==> src/pas_pkg.sv <==
package pas_pkg;

	localparam int FRAC_BITS = 16;
	localparam int MAX_DEPTH = 16;

	localparam int LIN_QBITS  = 34;
	localparam int SQRT_STEPS = 32;
	localparam int LOG_BITS   = 30;
	localparam int OUT_QBITS  = MAX_DEPTH + 1;

	localparam logic [25:0] LN2_Q26 = 26'd46516320;

	localparam int LIN_LAT = 4 + LIN_QBITS;
	localparam int ASH_LAT = 6 + SQRT_STEPS + LOG_BITS;
	localparam int OUT_LAT = 4 + OUT_QBITS;
	localparam int LATENCY = LIN_LAT + 2 * ASH_LAT + OUT_LAT;

	localparam int CFG_IDX_W = 3;
	localparam logic [CFG_IDX_W-1:0] REG_BACKGROUND  = 3'd0;
	localparam logic [CFG_IDX_W-1:0] REG_SCALED_BG   = 3'd1;
	localparam logic [CFG_IDX_W-1:0] REG_PEAK        = 3'd2;
	localparam logic [CFG_IDX_W-1:0] REG_SCALED_PEAK = 3'd3;
	localparam logic [CFG_IDX_W-1:0] REG_BLACK       = 3'd4;
	localparam logic [CFG_IDX_W-1:0] REG_WHITE       = 3'd5;
	localparam logic [CFG_IDX_W-1:0] REG_PIXEL_BITS  = 3'd6;

	typedef struct packed {
		logic signed [31:0] background_level;
		logic signed [31:0] scaled_background;
		logic signed [31:0] peak_level;
		logic signed [31:0] scaled_peak;
		logic signed [31:0] black_level;
		logic signed [31:0] white_level;
		logic [4:0]         pixel_bits;
	} cfg_t;

	function automatic logic [32:0] mag33(input logic signed [32:0] v);
		return v[32] ? 33'(-v) : 33'(v);
	endfunction

endpackage

==> src/pas_outmap.sv <==
module pas_outmap (
	input  logic                clk,
	input  logic                arst_n,
	input  pas_pkg::cfg_t       cfg,
	input  logic                in_valid,
	input  logic signed [31:0]  u,
	output logic                out_valid,
	output logic [15:0]         pixel,
	output logic                bad_setup
);
	localparam int QB = pas_pkg::OUT_QBITS;
	localparam int NW = 52;

	localparam logic [1:0] CLS_ZERO = 2'd0;
	localparam logic [1:0] CLS_FULL = 2'd1;
	localparam logic [1:0] CLS_MID  = 2'd2;

	logic signed [33:0] w_n, d_n;
	logic               wneg_q, bad_q;
	logic [32:0]        wmag_q;
	logic [15:0]        full_q;
	logic [4:0]         depth;
	logic signed [33:0] d_s1;
	logic               vld_s1, vld_s2;
	logic [1:0]         cls_s2;
	logic [48:0]        prod_s2;
	logic [NW-1:0]      rem_s [0:QB];
	logic [QB-1:0]      quo_s [0:QB];
	logic [1:0]         cls_s [0:QB];
	logic               vld_s [0:QB];
	logic [15:0]        pix_n, pix_so;
	logic               bad_so, vld_so;

	assign w_n   = 34'(cfg.white_level) - 34'(cfg.black_level);
	assign depth = (cfg.pixel_bits > 5'(pas_pkg::MAX_DEPTH)) ? 5'(pas_pkg::MAX_DEPTH)
	               : cfg.pixel_bits;
	assign d_n   = 34'(u) - 34'(cfg.black_level);

	always_ff @(posedge clk) begin
		wneg_q <= w_n[33];
		wmag_q <= w_n[33] ? 33'(-w_n) : 33'(w_n);
		full_q <= 16'((17'(1) << depth) - 17'(1));
		bad_q  <= (w_n == '0) || (cfg.peak_level == cfg.background_level);
	end

	always_ff @(posedge clk) begin
		d_s1 <= wneg_q ? -d_n : d_n;
		if (d_s1 <= 34'sd0) begin
			cls_s2 <= CLS_ZERO;
		end else if (d_s1 >= $signed({1'b0, wmag_q})) begin
			cls_s2 <= CLS_FULL;
		end else begin
			cls_s2 <= CLS_MID;
		end
		prod_s2  <= 49'(d_s1[32:0]) * 49'(full_q);
		rem_s[0] <= NW'({prod_s2, 1'b0}) + NW'(wmag_q);
		quo_s[0] <= '0;
		cls_s[0] <= cls_s2;
	end

	for (genvar i = 0; i < QB; i++) begin : g_div
		logic [NW-1:0] cand;
		assign cand = NW'({wmag_q, 1'b0}) << (QB - 1 - i);
		always_ff @(posedge clk) begin
			if (rem_s[i] >= cand) begin
				rem_s[i+1] <= rem_s[i] - cand;
				quo_s[i+1] <= {quo_s[i][QB-2:0], 1'b1};
			end else begin
				rem_s[i+1] <= rem_s[i];
				quo_s[i+1] <= {quo_s[i][QB-2:0], 1'b0};
			end
			cls_s[i+1] <= cls_s[i];
		end
	end

	always_comb begin
		case (cls_s[QB])
			CLS_ZERO: pix_n = '0;
			CLS_FULL: pix_n = full_q;
			CLS_MID:  pix_n = quo_s[QB][15:0];
			default:  pix_n = '0;
		endcase
	end

	always_ff @(posedge clk or negedge arst_n) begin
		if (!arst_n) begin
			vld_s1 <= 1'b0;
			vld_s2 <= 1'b0;
			for (int j = 0; j <= QB; j++) begin
				vld_s[j] <= 1'b0;
			end
			vld_so <= 1'b0;
			pix_so <= '0;
			bad_so <= 1'b0;
		end else begin
			vld_s1   <= in_valid;
			vld_s2   <= vld_s1;
			vld_s[0] <= vld_s2;
			for (int j = 0; j < QB; j++) begin
				vld_s[j+1] <= vld_s[j];
			end
			vld_so <= vld_s[QB];
			if (vld_s[QB]) begin
				pix_so <= bad_q ? 16'd0 : pix_n;
				bad_so <= bad_q;
			end else begin
				pix_so <= '0;
				bad_so <= 1'b0;
			end
		end
	end

	assign out_valid = vld_so;
	assign pixel     = pix_so;
	assign bad_setup = bad_so;

endmodule

==> config.mk <==
export PLATFORM = sky130hd
export DESIGN_NAME = pas_outmap
export DESIGN_NICKNAME = d
export VERILOG_FILES = /design/src/pas_pkg.sv /design/src/pas_outmap.sv
export SDC_FILE = /design/constraint.sdc
export NUM_CORES = 2
export LEC_CHECK = 0
export ABC_CLOCK_PERIOD_IN_PS = 18700
export BUFFER_PORTS_ARGS = -buffer_cell sky130_fd_sc_hd__buf_2
export CAP_MARGIN = 10
export CORE_MARGIN = 2
export CORE_UTILIZATION = 65
export CTS_CLUSTER_SIZE = 25
export DETAILED_ROUTE_END_ITERATION = 10
export PLACE_DENSITY_LB_ADDON = 0.12
export SLEW_MARGIN = 20
export SYNTH_ARGS = -nofsm -noshare
export SYNTH_HDL_FRONTEND = slang
export SYNTH_SLANG_ARGS = --single-unit
==> constraint.sdc <==
create_clock -name clk -period 18.7 [get_ports clk]
set_clock_uncertainty 0.15 [all_clocks]
set_input_delay 3.74 -clock clk [delete_from_list [all_inputs] [get_ports clk]]
set_output_delay 3.74 -clock clk [all_outputs]
set_load 0.1 [all_outputs]
==> out/results.tsv <==
stage	metric	value	unit
cts	cts.sinks	1229	
cts	hold_buffers	0	
yosys	synth.top_cell.area_share	27.4	%
worst_hold_path	hold_path.class	flop to flop	
yosys	syn_avg_cell_area	8.67	um^2
yosys	synthCells	10000	
timing	hold_viol_final	0	
cts	h-tree-depth	4	
timing	finalCritPeriodShare	42.0	%
placement	place.gp.congestion	1.02	
cts	cts_buffers	135	
yosys	synth_cell_types	97	
route	wl_per_cell	21.2	um
global_routing	grt_usage	36.7	%
cts	ctsResizeCount	0	
timing	tightest_slew	1.17	ns
yosys	post-synth-top-count-cell	dfxtp_1	
worst_setup_path	crit_fanout	18	
global_routing	grt_pass1_vias	72300	
worst_setup_path	crit_type	flop to flop	
route	wl	254	mm
yosys	synth-edff-count	0	
floorplanning	initial_utilization	65.3	%
finish	instances_no_fill	12000	
floorplanning	core	133000	um^2
finish	nets	11600	
placement	numPortBuffers	185	
route	m1WireLength	102	mm
placement	dp_hpwl	191	mm
route	highest_layer	met5	
finish	area_growth	8.46	%
cts	clock-root-buffer	clkbuf_16	
yosys	netlist_area	86900	um^2
route	num_vias	74100	
cts	clockBufferDepth	3	
timing	rsz0062_at_grt	no	
global_routing	grt_antenna_before_repair	22	
yosys	synth.area.top_cells	dfxtp_1 27%, ha_1 12%, fa_1 10%, xnor2_1 4.8%, a21oi_1 4.8%	
yosys	yosys.area.top_type	dfxtp_1	
worst_setup_path	r2r-start	d_s1[13]	
worst_setup_path	r2r-end	prod_s2[43]	
yosys	synth_top_cells_by_count	1191 x dfxtp_1, 961 x nand2_1, 836 x a21oi_1, 817 x ha_1, 771 x inv_1	
floorplanning	row_count	134	
floorplanning	die_w	370	um
route	dr.pass1.iters	6	
worst_setup_path	required	19.19	ns
yosys	ys_ff_latch	1229	
timing	min_period	7.86	ns
timing	fmax	127	MHz
route	postRouteAntennaNets	0	
cts	cts_tree	built	
timing	maxSlewViolCount	0	
yosys	async_reset_ff_share	3.09	%
cts	path_clk_slew	0.07	ns
timing	setup_viol	0	
finish	drive_gt1_share	6.68	%
route	drc	0	
global_routing	grt_first_pass_wirelength	394	mm
timing	tns	0	ns
floorplanning	fp.dieArea	137000	um^2
floorplanning	die_h	370	um
global_routing	grt_max_degree	68	
worst_setup_path	worstPathArrival	8.35	ns
yosys	synth-seq-area-share	28.5	%
route	wl_met3	20.9	mm
route	wl_met2	115	mm
worst_setup_path	cp-startpoint	d_s1[13]	
route	vias_per_cell	6.18	
worst_setup_path	crit_end	prod_s2[43]	
worst_setup_path	cp-start-kind	flop	
worst_setup_path	reg2reg_depth	21	
global_routing	grt_overflow	0	
timing	slew_headroom	20.9	%
worst_setup_path	setup.worst_path.end_class	flop	
worst_setup_path	r2r_slack	10.84	ns
yosys	ys_warn_count	0	
cts	cts_setup_buffers	0	
status	outcome	complete, no violations	
cts	worstSkewPairLatency	0.82	ns
yosys	synth_fp_nets	11500	
finish	fin_util	70.8	%
finish	multi_input_area	58100	um^2
yosys	synth_ff_type	dfxtp_1	
finish	nFillCells	10600	
run	cap_violations	0	
placement	dp_cells	11700	
finish	seqCellArea	24800	um^2
floorplanning	io_pins	250	
route	first_iter_violations	6374	
-- worst min-delay path by stage --
stage / from / end / slack, ns / cells after the start
after floorplan: cls_s2[0] / cls_s[0][0] / 0.16 / 0
after global placement: cls_s[11][0] / cls_s[12][0] / 0.16 / 0
after detailed placement: quo_s[2][19] / quo_s[3][3] / 0.16 / 0
after CTS: quo_s[7][3] / quo_s[7][21] / 0.16 / 0
after global routing: quo_s[8][10] / quo_s[8][28] / 0.17 / 0
final: quo_s[7][3] / quo_s[7][21] / 0.17 / 0
-- layer usage --
metal | track usage [%] | up-vias
met3 | 7.12 | 772
met2 | 59.0 | 3034
met5 | 0 | -
met1 | 46.5 | 35300
met4 | 20.2 | 6
li1 | - | 35000
-- final cells by class --
type / instances / area share (%)
antenna: 3 / 0.00796
clock inverter: 81 / 1.20
tap: 1768 / 2.35
sequential: 1229 / 26.3
multi-input combinational: 7694 / 61.6
timing repair buffer: 270 / 1.66
clock buffer: 163 / 3.79
inverter: 774 / 3.08
-- flip-flops by register name, indices dropped and copies added, names as in the netlist, 16 cells and up --
| signal | cells |
|---|---|
| vld_s | 18 |
| prod_s2 | 49 |
| full_q | 16 |
| d_s1 | 34 |
| pixel | 16 |
| cls_s | 36 |
| wmag_q | 33 |
| quo_s | 136 |
| rem_s | 883 |
-- kinds of logic (layout without fill, tap and decap cells) --
group	after synthesis	in the layout	share of synthesized area [%]
flip-flops	1229	1229	28.5
AND/OR/NAND/NOR	2911	2911	16.3
multiplexers	98	98	1.25
other	0	3	0
buffers and inverters	1104	1288	4.78
AO/OA/AOI/OAI	2597	2597	18.8
adder cells (fa/ha/maj)	1268	1268	22.1
XOR/XNOR	820	820	8.26
-- layout by cell type, fill, tap and decap left out, drive strengths merged, types with 153 or more instances in the layout --
master,n
ha,817
xnor2,481
dfxtp,1191
o21ai,562
a21o,443
a21oi,837
nand3,153
nand2,961
xor2,339
and2,262
nor2,650
fa,451
buf,270
clkbuf,163
inv,785
-- per-stage QoR --
step	hold WS [ns]	cell area [um^2]	setup WS, ns
floorplan	0.160	86900	11.18
global placement	0.160	89600	10.70
detailed placement	0.162	89600	10.67
CTS	0.161	94300	10.93
global route	0.167	94300	10.58
finish	0.166	94300	10.84
-- critical path, cell delays in order, from the launching register on --
cell and delay (ns):
dfxtp_1 1.00, nand2_1 0.16, fa_1 0.52, inv_1 0.05, fa_1 0.52, fa_1 0.46
fa_1 0.55, fa_1 0.56, inv_1 0.06, fa_1 0.53, inv_1 0.04, ha_1 0.40
a21o_1 0.22, a21o_1 0.17, a21o_1 0.20, a221o_1 0.33, a21oi_1 0.28, a41oi_1 0.28
a21oi_1 0.36, nor2_1 0.10, o22a_1 0.21, xnor2_1 0.53
Power is not shown: default switching activity piles up to over one toggle a cycle in this logic, so the estimate is an artifact.
